--- src/sv/sld_pkg.sv ---
`timescale 1ns / 1ps
// Shared types and constants for the sync/length/checksum deframer.
// No dependencies; imported by sld_csr_if and every module.
package sld_pkg;

   localparam int LENGTH_BITS_DEF = 16;

   localparam logic [7:0] SYNC_A = 8'h11;
   localparam logic [7:0] SYNC_B = 8'h22;
   localparam logic [7:0] SYNC_C = 8'h33;

   localparam logic [7:0] CMD_SCREEN = 8'd1;
   localparam logic [7:0] CMD_CALC   = 8'd2;

   localparam logic [15:0] TIMEOUT_RESET = 16'd250;
   localparam logic [15:0] PLANE_RESET   = 16'd2888;

   // input op codes
   localparam logic OP_BYTE = 1'b0;
   localparam logic OP_TICK = 1'b1;

   // result kinds
   localparam logic [1:0] KIND_PAYLOAD = 2'd0;
   localparam logic [1:0] KIND_GOOD    = 2'd1;
   localparam logic [1:0] KIND_BAD_SUM = 2'd2;
   localparam logic [1:0] KIND_TIMEOUT = 2'd3;

   // dispatch targets
   localparam logic [1:0] TGT_NONE   = 2'd0;
   localparam logic [1:0] TGT_SCREEN = 2'd1;
   localparam logic [1:0] TGT_CALC   = 2'd2;

   // register indexes
   localparam int CSR_INDEX_BITS = 8;
   localparam logic [CSR_INDEX_BITS-1:0] CSR_TIMEOUT = 8'd0;
   localparam logic [CSR_INDEX_BITS-1:0] CSR_PLANE   = 8'd1;

   // parser phases
   localparam logic [3:0] PH_HUNT1 = 4'd0;
   localparam logic [3:0] PH_HUNT2 = 4'd1;
   localparam logic [3:0] PH_HUNT3 = 4'd2;
   localparam logic [3:0] PH_CMD   = 4'd3;
   localparam logic [3:0] PH_LENH  = 4'd4;
   localparam logic [3:0] PH_LENL  = 4'd5;
   localparam logic [3:0] PH_DATA  = 4'd6;
   localparam logic [3:0] PH_SUM   = 4'd7;

   typedef struct packed {
      logic [1:0]  kind;
      logic [7:0]  command;
      logic [1:0]  target;
      logic [7:0]  payload_byte;
      logic [15:0] byte_index;
      logic        plane;
      logic [15:0] frame_length;
   } rsp_type;

   typedef struct packed {
      logic [3:0] phase;
   } parser_status_type;

   typedef struct packed {
      logic [1:0] count;
      logic       full;
   } queue_status_type;

endpackage

--- src/sv/sld_out_queue.sv ---
`timescale 1ns / 1ps
// Two-entry result queue between the parser and the result channel.
// Depends on sld_pkg.
module sld_out_queue import sld_pkg::*; (
   input  logic             clock,
   input  logic             reset,
   input  logic             push,
   input  rsp_type          push_data,
   input  logic             pop,
   output logic             out_valid,
   output rsp_type          out_data,
   output queue_status_type status
);

   rsp_type    mem_ff [2];
   logic       wr_ptr_ff, rd_ptr_ff;
   logic [1:0] count_ff, count_in;

   assign out_valid    = (count_ff != 2'd0);
   assign out_data     = mem_ff[rd_ptr_ff];
   assign status.count = count_ff;
   assign status.full  = (count_ff == 2'd2);

   always_comb begin
      count_in = count_ff;
      if (push && !pop)      count_in = count_ff + 2'd1;
      else if (pop && !push) count_in = count_ff - 2'd1;
   end

   always_ff @(posedge clock) begin
      if (reset) begin
         wr_ptr_ff <= 1'b0;
         rd_ptr_ff <= 1'b0;
         count_ff  <= 2'd0;
      end else begin
         if (push) wr_ptr_ff <= ~wr_ptr_ff;
         if (pop)  rd_ptr_ff <= ~rd_ptr_ff;
         count_ff <= count_in;
      end
   end

   always_ff @(posedge clock) begin
      if (push) mem_ff[wr_ptr_ff] <= push_data;
   end

endmodule

--- config.mk ---
export PLATFORM = sky130hd
export DESIGN_NAME = sld_out_queue
export DESIGN_NICKNAME = d
export VERILOG_FILES = /design/src/sv/sld_pkg.sv /design/src/sv/sld_out_queue.sv
export SDC_FILE = /design/constraint.sdc
export NUM_CORES = 1
export LEC_CHECK = 0
export BUFFER_PORTS_ARGS = -buffer_cell sky130_fd_sc_hd__buf_2
export CAP_MARGIN = 20
export CORE_MARGIN = 4
export CORE_UTILIZATION = 51
export CTS_CLUSTER_DIAMETER = 100
export DETAILED_ROUTE_END_ITERATION = 12
export HOLD_SLACK_MARGIN = 0.03
export MAX_ROUTING_LAYER = met4
export PLACE_DENSITY = 0.84
export SLEW_MARGIN = 20
export SYNTH_ARGS = -nofsm -noshare
export SYNTH_HDL_FRONTEND = slang
export SYNTH_SLANG_ARGS = --single-unit
--- constraint.sdc ---
create_clock -name clock -period 4.5 [get_ports clock]
set_input_delay 0.45 -clock clock [delete_from_list [all_inputs] [get_ports clock]]
set_output_delay 0.45 -clock clock [all_outputs]
set_load 0.05 [all_outputs]
==> key figures <==
Run status
  – Status: finished clean

GRT
  – Global-route wire length before repair: approximately 11,000 um
  – Pin count of the biggest net entering global routing: 36
  – Vias in the first global route: 2,186
  – Initial antenna violation count: 0
  – Overflow after GRT: 0
  – Gr usage total: between 10% and 20%

STA
  – Setup violators final: 0
  – Max Slew Vio Count: 0
  – RSZ-0062 raised after global routing: false
  – Hold Vio Cnt, Final: 0
  – Peak Freq: 385 MHz
  – Setup TNS: 0 ns
  – Worst Hold Margin: approximately 0.28 ns
  – Min cycle time layout: around 2.6 ns
  – Fin crit share: between 50 and 60%
  – Worst-Margin Slew: roughly 0.66 ns
  – Clock Skews: 0.0145 ns
  – Worst slew margin: between 50% and 60%

Clocking
  – Resized cells post-CTS: 0
  – CTS Root Cell: clkbuf_8
  – CTS tree: built
  – Hold buffer count at cts: 0
  – Post-CTS Setup Bufs: 0
  – H-Tree Depth: 3
  – Clk buf depth: 2
  – Total CTS buffers: 9
  – Clock latency reported for the late side of the worst-skew pair: 0.35 ns
  – Reg clk slew, reported paths: 0.10 ns
  – Sink Count: 111

Final layout
  – Most common cell after layout, fill and taps aside: buf_2
  – Area taken by multi-input logic gates: about 700 sq um
  – Most frequent cells in the layout: buf_2, edfxtp_1, mux2_2
  – Fill count: 560
  – Fraction of layout cells with a size suffix above 1: about three fifths
  – Area growth syn-to-layout: 21.8%
  – Register Area: ~0.0033 sq mm
  – Nets: between 300 and 400
  – Number of antenna repair diodes: 0
  – Non-Filler Instances: 415

Synthesis
  – Syn Inst Count: between 150 and 200
  – Synth Area in XOR/XNOR: less than 1%
  – Sequential-to-total area share from yosys stat: around four fifths
  – Synth cell types: 17
  – Largest family of logic cells by synthesized area: multiplexers
  – Cell Area, Synth: 0.00405 sq mm
  – Synth Register Bits: about 110
  – Adder-cell area share of the yosys netlist: less than 1%
  – YS warnings: 0
  – Syn nets: roughly 250
  – Multiplexer share of the synthesized area: between 10% and 20%
  – Synth Area in Simple Gates: 1.20%
  – Synth top area cells: edfxtp_1, mux2_2, dfxtp_1
  – Largest area contributor in the netlist: edfxtp_1
  – Compound-Gate Fraction of Synth Area: less than 1%
  – Syn Area/Cell: approximately 22 sq um
  – Synth top area share: roughly 80%

Setup path
  – CP max FO: 28
  – Data required, critical path: ~4 ns
  – Flop2flop setup slack: approximately 2.7 ns
  – Critical path depth in cells: 3
  – CP Capture Type: output port
  – Crit-path cells: buf_4, mux2_2, buf_2
  – R2r startpoint: wr_ptr_ff
  – Crit-path leading delay family: flip-flops
  – Critical Setup Path Class: flip-flop to output port
  – Worst Path Arrival: between 2 and 2.5 ns
  – R2r endpoint: mem_ff[0][45]
  – CP max stage delay: a little over 0.7 ns
  – WP buf/inv: 2
  – Worst Reg-to-Reg Cells: 2
  – CP startpoint kind: flip-flop
  – CP max-delay cell: dfxtp_2

Power
  – Pwr Density: around 460 mW/mm^2
  – P_leak: ~1.9 nW
  – Power, Total: 2.27 mW
  – VDD IR max: between 200 and 250 uV

Floorplan
  – CORE AREA: just under 0.008 sq mm
  – Die height: between 90 and 100 um
  – Initial Utilization: 52.4%
  – Total die area: 0.00943 sq mm
  – Die X: roughly 97 um
  – Io pins: about 110
  – Rows: 32

Hold path
  – WHS Endpoint: mem_ff[1][13]
  – WHS Path Cells: 1
  – Hold Crit Class: primary input to flip-flop
  – Hold path start: push_data[13]

Place
  – Placed insts: about 400
  – Post-DP HPWL: 4490 um
  – Final Wtd Congestion: slightly above 0.7
  – Port Buf Inserts: between 100 and 150

Detailed routing
  – TritonRoute pass-1 iters: 4
  – DRT iter0 DRCs: 64
  – DRC: 0
  – DR vias: between 2,000 and 2,500
  – Post-DR vias/cell: a little under 5
  – Final wirelength: roughly 6600 um
  – Routed WL per cell: 15.9 um
  – Final ANT Viol Nets: 0

Flow run
  – Max_cap viols: 0
-- cells by family (layout without fill, tap and decap cells) --
logic type,count (synthesis),after routing
AOI/OAI and AO/OA,2,2
buffers and inverters,7,133
xor gates and xnor gates,4,4
and+or+nand+nor,9,9
adders and majority gates,1,1
DFF,111,111
muxes,53,53
-- sequential cells by signal, indices dropped and copies added, names as in the netlist, named ones only --
| register | flops |
|---|---|
| count_ff | 2 |
| mem_ff | 106 |
| rd_ptr_ff | 1 |
| wr_ptr_ff | 1 |
-- synthesized netlist by cell type (all sizes together) --
library cell	count
inv	1
xor2	2
nor2b	1
and2	1
o21ai	1
xnor2	2
buf	6
nor2	4
or3	1
a21oi	1
edfxtp	106
ha	1
mux2	53
and2b	1
dfxtp	5
or2	1
-- layer usage --
metal,up-vias,part of all wire (%),global-route usage (%)
met5,-,0,-
met4,0,0.87,4.21
met3,6,6.7,4.59
met2,65,52,24.5
met1,1005,41,17.9
li1,966,-,-
-- how the worst max path moves through the flow --
stage	slack, ns	start	endpoint
2_1_floorplan	1.24	push	mem_ff[0][0]
3_3_place_gp	2.25	flip-flop	out_data[42]
3_5_place_dp	2.25	flip-flop	out_data[37]
4_1_cts	1.85	flip-flop	out_data[37]
5_1_grt	1.76	flip-flop	out_data[28]
6_report	1.90	flip-flop	out_data[37]
-- power breakdown --
part	internal [mW]	switching (mW)	leakage (nW)	total, mW
Combinational	0.119	0.300	0.723	0.419
Clock	0.315	0.310	0.108	0.625
Sequential	1.20	0.0250	1.04	1.23
Total	1.64	0.635	1.87	2.27
-- metrics by stage --
stage,setup WS [ns],area (sq um),util [%]
2_1_floorplan,1.24,4050,-
3_3_place_gp,2.25,4720,61.0
3_5_place_dp,2.25,4720,61.0
4_1_cts,1.85,4930,63.8
5_1_grt,1.76,4930,63.8
6_report,1.90,4930,63.8
-- cell type report --
type | count | share of cell area (%)
Sequential cell | 111 | 66.6
Clock buffer | 9 | 2.51
Inverter | 1 | 0.0761
Clock inverter | 7 | 1.90
Timing Repair Buffer | 116 | 11.9
Tap cell | 102 | 2.59
Multi-Input combinational cell | 69 | 14.4
Note: power is estimated with default switching activity, not from simulation.
