**src/sv/sld_pkg.sv**
```systemverilog
`timescale 1ns / 1ps
// Shared types and constants for the sync/length/checksum deframer.
// No dependencies; imported by sld_csr_if and every module.
package sld_pkg;

   localparam int LENGTH_BITS_DEF = 16;

   localparam logic [7:0] SYNC_A = 8'h11;
   localparam logic [7:0] SYNC_B = 8'h22;
   localparam logic [7:0] SYNC_C = 8'h33;

   localparam logic [7:0] CMD_SCREEN = 8'd1;
   localparam logic [7:0] CMD_CALC   = 8'd2;

   localparam logic [15:0] TIMEOUT_RESET = 16'd250;
   localparam logic [15:0] PLANE_RESET   = 16'd2888;

   // input op codes
   localparam logic OP_BYTE = 1'b0;
   localparam logic OP_TICK = 1'b1;

   // result kinds
   localparam logic [1:0] KIND_PAYLOAD = 2'd0;
   localparam logic [1:0] KIND_GOOD    = 2'd1;
   localparam logic [1:0] KIND_BAD_SUM = 2'd2;
   localparam logic [1:0] KIND_TIMEOUT = 2'd3;

   // dispatch targets
   localparam logic [1:0] TGT_NONE   = 2'd0;
   localparam logic [1:0] TGT_SCREEN = 2'd1;
   localparam logic [1:0] TGT_CALC   = 2'd2;

   // register indexes
   localparam int CSR_INDEX_BITS = 8;
   localparam logic [CSR_INDEX_BITS-1:0] CSR_TIMEOUT = 8'd0;
   localparam logic [CSR_INDEX_BITS-1:0] CSR_PLANE   = 8'd1;

   // parser phases
   localparam logic [3:0] PH_HUNT1 = 4'd0;
   localparam logic [3:0] PH_HUNT2 = 4'd1;
   localparam logic [3:0] PH_HUNT3 = 4'd2;
   localparam logic [3:0] PH_CMD   = 4'd3;
   localparam logic [3:0] PH_LENH  = 4'd4;
   localparam logic [3:0] PH_LENL  = 4'd5;
   localparam logic [3:0] PH_DATA  = 4'd6;
   localparam logic [3:0] PH_SUM   = 4'd7;

   typedef struct packed {
      logic [1:0]  kind;
      logic [7:0]  command;
      logic [1:0]  target;
      logic [7:0]  payload_byte;
      logic [15:0] byte_index;
      logic        plane;
      logic [15:0] frame_length;
   } rsp_type;

   typedef struct packed {
      logic [3:0] phase;
   } parser_status_type;

   typedef struct packed {
      logic [1:0] count;
      logic       full;
   } queue_status_type;

endpackage

```
**src/sv/sld_parser.sv**
```systemverilog
`timescale 1ns / 1ps
// Frame parser: phase register, counters, checksum and config registers.
// Depends on sld_pkg.
module sld_parser import sld_pkg::*; #(
   parameter int LENGTH_BITS = LENGTH_BITS_DEF
) (
   input  logic                      clock,
   input  logic                      reset,
   input  logic                      accept,
   input  logic                      op,
   input  logic [7:0]                rx_byte,
   input  logic                      csr_write,
   input  logic [CSR_INDEX_BITS-1:0] csr_index,
   input  logic [15:0]               csr_data,
   output logic                      res_valid,
   output rsp_type                   res,
   output parser_status_type         status
);

   logic [15:0]            timeout_ff, plane_ff;
   logic [3:0]             phase_ff, phase_in;
   logic [7:0]             command_ff, command_in;
   logic [7:0]             len_high_ff, len_high_in;
   logic [LENGTH_BITS-1:0] length_ff, length_in;
   logic [15:0]            count_ff, count_in;
   logic [7:0]             sum_ff, sum_in;
   logic [15:0]            idle_ff, idle_in;

   logic [15:0] limit, idle_inc, length_ext, count_inc;
   logic [15:0] assembled;

   assign limit      = (timeout_ff == 16'd0) ? 16'd1 : timeout_ff;
   assign idle_inc   = (idle_ff != 16'hFFFF) ? idle_ff + 16'd1 : idle_ff;
   assign length_ext = 16'(length_ff);
   assign count_inc  = count_ff + 16'd1;
   assign assembled  = {len_high_ff, rx_byte};

   assign status.phase = phase_ff;

   always_comb begin
      phase_in    = phase_ff;
      command_in  = command_ff;
      len_high_in = len_high_ff;
      length_in   = length_ff;
      count_in    = count_ff;
      sum_in      = sum_ff;
      idle_in     = idle_ff;
      res_valid   = 1'b0;
      res.kind         = KIND_PAYLOAD;
      res.command      = command_ff;
      res.target       = TGT_NONE;
      res.payload_byte = 8'd0;
      res.byte_index   = count_ff;
      res.plane        = 1'b0;
      res.frame_length = length_ext;

      if (op == OP_TICK) begin
         if (phase_ff == PH_HUNT1 || phase_ff > PH_SUM) begin
            phase_in = PH_HUNT1;
            idle_in  = 16'd0;
         end else if (idle_inc >= limit) begin
            res_valid = 1'b1;
            res.kind  = KIND_TIMEOUT;
            phase_in  = PH_HUNT1;
            idle_in   = 16'd0;
         end else begin
            idle_in = idle_inc;
         end
      end else begin
         idle_in = 16'd0;
         case (phase_ff)
            PH_HUNT2: phase_in = (rx_byte == SYNC_B) ? PH_HUNT3 : PH_HUNT1;
            PH_HUNT3: phase_in = (rx_byte == SYNC_C) ? PH_CMD : PH_HUNT1;
            PH_CMD: begin
               command_in = rx_byte;
               phase_in   = PH_LENH;
            end
            PH_LENH: begin
               len_high_in = rx_byte;
               phase_in    = PH_LENL;
            end
            PH_LENL: begin
               length_in = assembled[LENGTH_BITS-1:0];
               count_in  = 16'd0;
               sum_in    = 8'd0;
               phase_in  = (assembled[LENGTH_BITS-1:0] == '0) ? PH_SUM : PH_DATA;
            end
            PH_DATA: begin
               res_valid        = 1'b1;
               res.payload_byte = rx_byte;
               // screen frames split into two planes
               if (command_ff == CMD_SCREEN && count_ff >= plane_ff) begin
                  res.byte_index = count_ff - plane_ff;
                  res.plane      = 1'b1;
               end
               sum_in   = sum_ff + rx_byte;
               count_in = count_inc;
               if (count_inc >= length_ext) phase_in = PH_SUM;
            end
            PH_SUM: begin
               res_valid = 1'b1;
               if (rx_byte == sum_ff) begin
                  res.kind = KIND_GOOD;
                  if (command_ff == CMD_SCREEN)    res.target = TGT_SCREEN;
                  else if (command_ff == CMD_CALC) res.target = TGT_CALC;
               end else begin
                  res.kind = KIND_BAD_SUM;
               end
               phase_in = PH_HUNT1;
            end
            default: phase_in = (rx_byte == SYNC_A) ? PH_HUNT2 : PH_HUNT1;
         endcase
      end
   end

   always_ff @(posedge clock) begin
      if (reset) begin
         phase_ff    <= PH_HUNT1;
         command_ff  <= 8'd0;
         len_high_ff <= 8'd0;
         length_ff   <= '0;
         count_ff    <= 16'd0;
         sum_ff      <= 8'd0;
         idle_ff     <= 16'd0;
      end else if (accept) begin
         phase_ff    <= phase_in;
         command_ff  <= command_in;
         len_high_ff <= len_high_in;
         length_ff   <= length_in;
         count_ff    <= count_in;
         sum_ff      <= sum_in;
         idle_ff     <= idle_in;
      end
   end

   always_ff @(posedge clock) begin
      if (reset) begin
         timeout_ff <= TIMEOUT_RESET;
         plane_ff   <= PLANE_RESET;
      end else if (csr_write) begin
         if (csr_index == CSR_TIMEOUT)    timeout_ff <= csr_data;
         else if (csr_index == CSR_PLANE) plane_ff   <= csr_data;
      end
   end

endmodule

```
**config.mk**
```make
export PLATFORM = sky130hd
export DESIGN_NAME = sld_parser
export DESIGN_NICKNAME = d
export VERILOG_FILES = /design/src/sv/sld_pkg.sv /design/src/sv/sld_parser.sv
export SDC_FILE = /design/constraint.sdc
export NUM_CORES = 1
export LEC_CHECK = 0
export ABC_CLOCK_PERIOD_IN_PS = 5030
export BUFFER_PORTS_ARGS = -buffer_cell sky130_fd_sc_hd__buf_2
export CORE_AREA = 5 5 109 121
export DETAILED_ROUTE_END_ITERATION = 12
export DIE_AREA = 0 0 114 126
export PLACE_DENSITY = 0.84
export SYNTH_ARGS = -nofsm -noshare
export SYNTH_HDL_FRONTEND = slang
export SYNTH_SLANG_ARGS = --single-unit
```
**constraint.sdc**
```tcl
create_clock -name clock -period 5.03 [get_ports clock]
set_input_delay 0.2515 -clock clock [delete_from_list [all_inputs] [get_ports clock]]
set_output_delay 0.2515 -clock clock [all_outputs]
set_load 0.02 [all_outputs]
```
==> results.txt <==
outcome: finished clean
Req. time, crit path: 4.78 ns
vias after detailed routing: 6,678
transition at the pin with the smallest max-transition slack: 1.10 ns
minimum clock period after layout: 3.74 ns
layout cells sized above 1: 0.152
share of cell area taken by muxes after synthesis: 0.0852
average footprint of a synthesized cell: 7.96 µm²
post-layout total power: 0.00168 W
wire length of the first global-routing pass: 29.6 mm
synthesized flop and latch total: 107
final standard cell count with taps included and fillers excluded: 1,118
worst setup path class: reg2out
Hold-fix buffers, CTS: 0
final-report max-slew violation count: 0
adder-cell share of the synthesized area: 0.105
number of instances in the placed design: 1,102
simple-gate portion of the synthesized area: 0.227
Worst Setup End Kind: output pin
Core Region: 11,800 µm²
effective utilization at floorplan: 0.607
count of flip-flops with a built-in enable after synthesis: 0
total of fill cells in the finished design: 1,018
number of gates given a new drive strength after cts: 0
Buffers on Ports: 93
buffer type at the clock tree root: sky130_fd_sc_hd__clkbuf_16
number of standard cells after synthesis: 902
flip-flop and latch area: 2140 µm²
Starting DRT DRC Count: 540
fraction of registers with async set or reset after synthesis: 0
clock skew: 0.0116 ns
CTS clk-pin slew, worst paths: 0.07 ns
TritonCTS clock tree: yes
die width: 114 µm
total congestion overflow after global routing: 0
antenna violations before repair: 0
total wire length after detailed routing: 18.3 mm
weighted congestion reported at the end of routability-driven placement: 0.946
parity-gate share of the synthesized area counting xor and xnor cells: 0.0500
combinational family with the most area after synthesis: simple AND/OR/NAND/NOR gates
register area share after synthesis: 0.298
kind of start point of the critical path: flip-flop
number of placed I/O pins: 95
worst voltage drop across the vdd grid: 191 µV
most used flip-flop cell after synthesis: sky130_fd_sc_hd__dfxtp_1
achievable frequency: 0.267 GHz
number of buffers added for setup after CTS: 0
Compound-Gate Fraction of Synth Area: 0.172
syn_nets: 998
total power per unit cell area: 211 nW/µm²
Area Overhead vs Synth: 11.0%
number of warnings printed during yosys synthesis: 0
Final period util: 0.744
pre-CTS WS: 1.46 ns
Die Footprint: 14,400 µm²
setup_tns: 0 ns
post-synthesis cell type count: 72
post-detailed-route count of antenna-violating nets: 0
number of detailed-routing iterations run before antenna repair: 7
number of H-tree branching levels: 3
# clock sinks: 107
setup repair after global routing missed its margin: no
chip height: 126 µm
Setup Viol. Count Final: 0
Via density: 5.97
final setup slack of the worst path: 1.29 ns
Slew HR: 0.264
number of standard-cell rows in the floorplan: 42
total DRC errors in the routed layout: 0
Detail Placement HPWL: 13.2 mm
Post-Synthesis Cell Area: 7180 µm²
diode insertion count for antenna repair: 0
worst-case clock buffer depth: 2
type of the worst min-delay path: in2reg
biggest fanout along the worst timing path: 13
max-cap violation count: 0
number of global-route vias before repair: 6,115
number of buffers created by CTS: 9
combined area of the multi-input logic cells: 4610 µm²
cell leakage power: 3.55 nW
clock insertion delay at the later pin of the skew report: 0.35 ns
largest net degree at the start of global routing: 99
worst endpoint data arrival time: 3.49 ns
Total Nets Final: 1,055
per-cell routed wire length: 16.3 µm
count of final hold-check violations: 0
Total Routing Usage GR: 0.249
[path summary, 6_finish.rpt]
kind	startpoint	endpoint	slack (ns)	cells after the start
max	count_ff[0]	res[30]	1.29	11
max reg2reg	idle_ff[0]	status[0]	1.34	14
min reg2reg	len_high_ff[4]	length_ext[12]	0.48	2
min	csr_data[11]	plane_ff[11]	0.13	3
[cell families after synthesis]
| family | Yosys count |
|---|---|
| fa+ha+maj | 59 |
| buf+inv | 107 |
| simple gates | 337 |
| other cells | 1 |
| xor+xnor | 41 |
| mux | 56 |
| compound gates | 194 |
| flops | 107 |
[cell usage in the layout, fill, tap and decap left out, types with 20 or more instances in the layout]
cell type	n
sky130_fd_sc_hd__dfxtp_1	107
sky130_fd_sc_hd__nor2_1	95
sky130_fd_sc_hd__nand2_1	94
sky130_fd_sc_hd__buf_2	93
sky130_fd_sc_hd__a21oi_1	69
sky130_fd_sc_hd__ha_1	57
sky130_fd_sc_hd__inv_1	56
sky130_fd_sc_hd__mux2i_1	42
sky130_fd_sc_hd__o21ai_0	39
sky130_fd_sc_hd__nand3_1	27
sky130_fd_sc_hd__xnor2_1	27
sky130_fd_sc_hd__nor3_1	20
[sequential cells by signal (all words and copies together) (netlist names), 8 cells and up]
signal       flops
command_ff       8
count_ff        16
idle_ff         16
len_high_ff      8
length_ext      16
plane_ff        16
sum_ff           8
timeout_ff      16
[layer usage]
metal  global-route usage  part of all wire
met1                0.337              0.44
met2                0.407              0.47
met3               0.0427             0.068
met4               0.0706             0.022
met5                    0                 0
[cell type report]
type                    count  area share
inverters                  57      0.0269
flip-flops and latches    107       0.269
repair buffers             96      0.0612
multi-input cells         688       0.578
clock buffers              10      0.0287
well taps                 154      0.0242
clock inverters             6      0.0119
[worst max-delay path, stage by stage (launching register included)]
cell and delay, ns:
sky130_fd_sc_hd__dfxtp_1 0.47, sky130_fd_sc_hd__inv_1 0.08, sky130_fd_sc_hd__ha_1 0.21, sky130_fd_sc_hd__fa_1 0.45
sky130_fd_sc_hd__nor2b_4 0.17, sky130_fd_sc_hd__o31ai_2 0.08, sky130_fd_sc_hd__a31oi_1 0.20, sky130_fd_sc_hd__o21ai_0 0.15
sky130_fd_sc_hd__a21oi_2 0.51, sky130_fd_sc_hd__buf_4 0.34, sky130_fd_sc_hd__mux2_4 0.32, sky130_fd_sc_hd__buf_2 0.16
[cell usage after synthesis (4+ instances only)]
master | count | area [µm²]
sky130_fd_sc_hd__dfxtp_1 | 107 | 2140
sky130_fd_sc_hd__nor2_1 | 96 | 360
sky130_fd_sc_hd__nand2_1 | 94 | 353
sky130_fd_sc_hd__a21oi_1 | 69 | 345
sky130_fd_sc_hd__ha_1 | 57 | 713
sky130_fd_sc_hd__inv_1 | 56 | 210
sky130_fd_sc_hd__mux2i_1 | 42 | 420
sky130_fd_sc_hd__o21ai_0 | 39 | 195
sky130_fd_sc_hd__clkbuf_1 | 28 | 105
sky130_fd_sc_hd__nand3_1 | 27 | 135
sky130_fd_sc_hd__xnor2_1 | 27 | 236
sky130_fd_sc_hd__nor3_1 | 20 | 100
sky130_fd_sc_hd__and3_1 | 18 | 113
sky130_fd_sc_hd__buf_2 | 16 | 80.1
sky130_fd_sc_hd__xor2_1 | 14 | 123
sky130_fd_sc_hd__nor4_1 | 13 | 81.3
sky130_fd_sc_hd__a21o_1 | 11 | 82.6
sky130_fd_sc_hd__or3_1 | 11 | 68.8
sky130_fd_sc_hd__a31oi_1 | 10 | 62.6
sky130_fd_sc_hd__nor2b_1 | 10 | 62.6
sky130_fd_sc_hd__o211ai_1 | 10 | 75.1
sky130_fd_sc_hd__a22oi_1 | 9 | 67.6
sky130_fd_sc_hd__mux2_4 | 9 | 135
sky130_fd_sc_hd__nand4_1 | 9 | 56.3
sky130_fd_sc_hd__a211oi_1 | 5 | 37.5
sky130_fd_sc_hd__a32o_1 | 5 | 50.1
sky130_fd_sc_hd__and2_1 | 5 | 31.3
sky130_fd_sc_hd__mux2_2 | 5 | 56.3
sky130_fd_sc_hd__nand2b_1 | 5 | 31.3
sky130_fd_sc_hd__nor3_2 | 5 | 50.1
sky130_fd_sc_hd__nor3b_1 | 5 | 37.5
sky130_fd_sc_hd__o21a_1 | 4 | 30.0
[through the flow]
step	hold WS, ns	instance area, µm²	utilization
2_1_floorplan	0.377	7180	-
3_3_place_gp	0.456	7640	0.646
3_5_place_dp	0.458	7640	0.646
4_1_cts	0.126	7970	0.674
5_1_grt	0.153	7970	0.674
6_report	0.132	7970	0.674
[report_power, final]
group	switching (W)	internal (W)
sequential	0.000000280	0.000847
combinational	0.0000449	0.0000198
clock	0.000326	0.000442
Note: power is estimated with default switching activity, not from simulation.
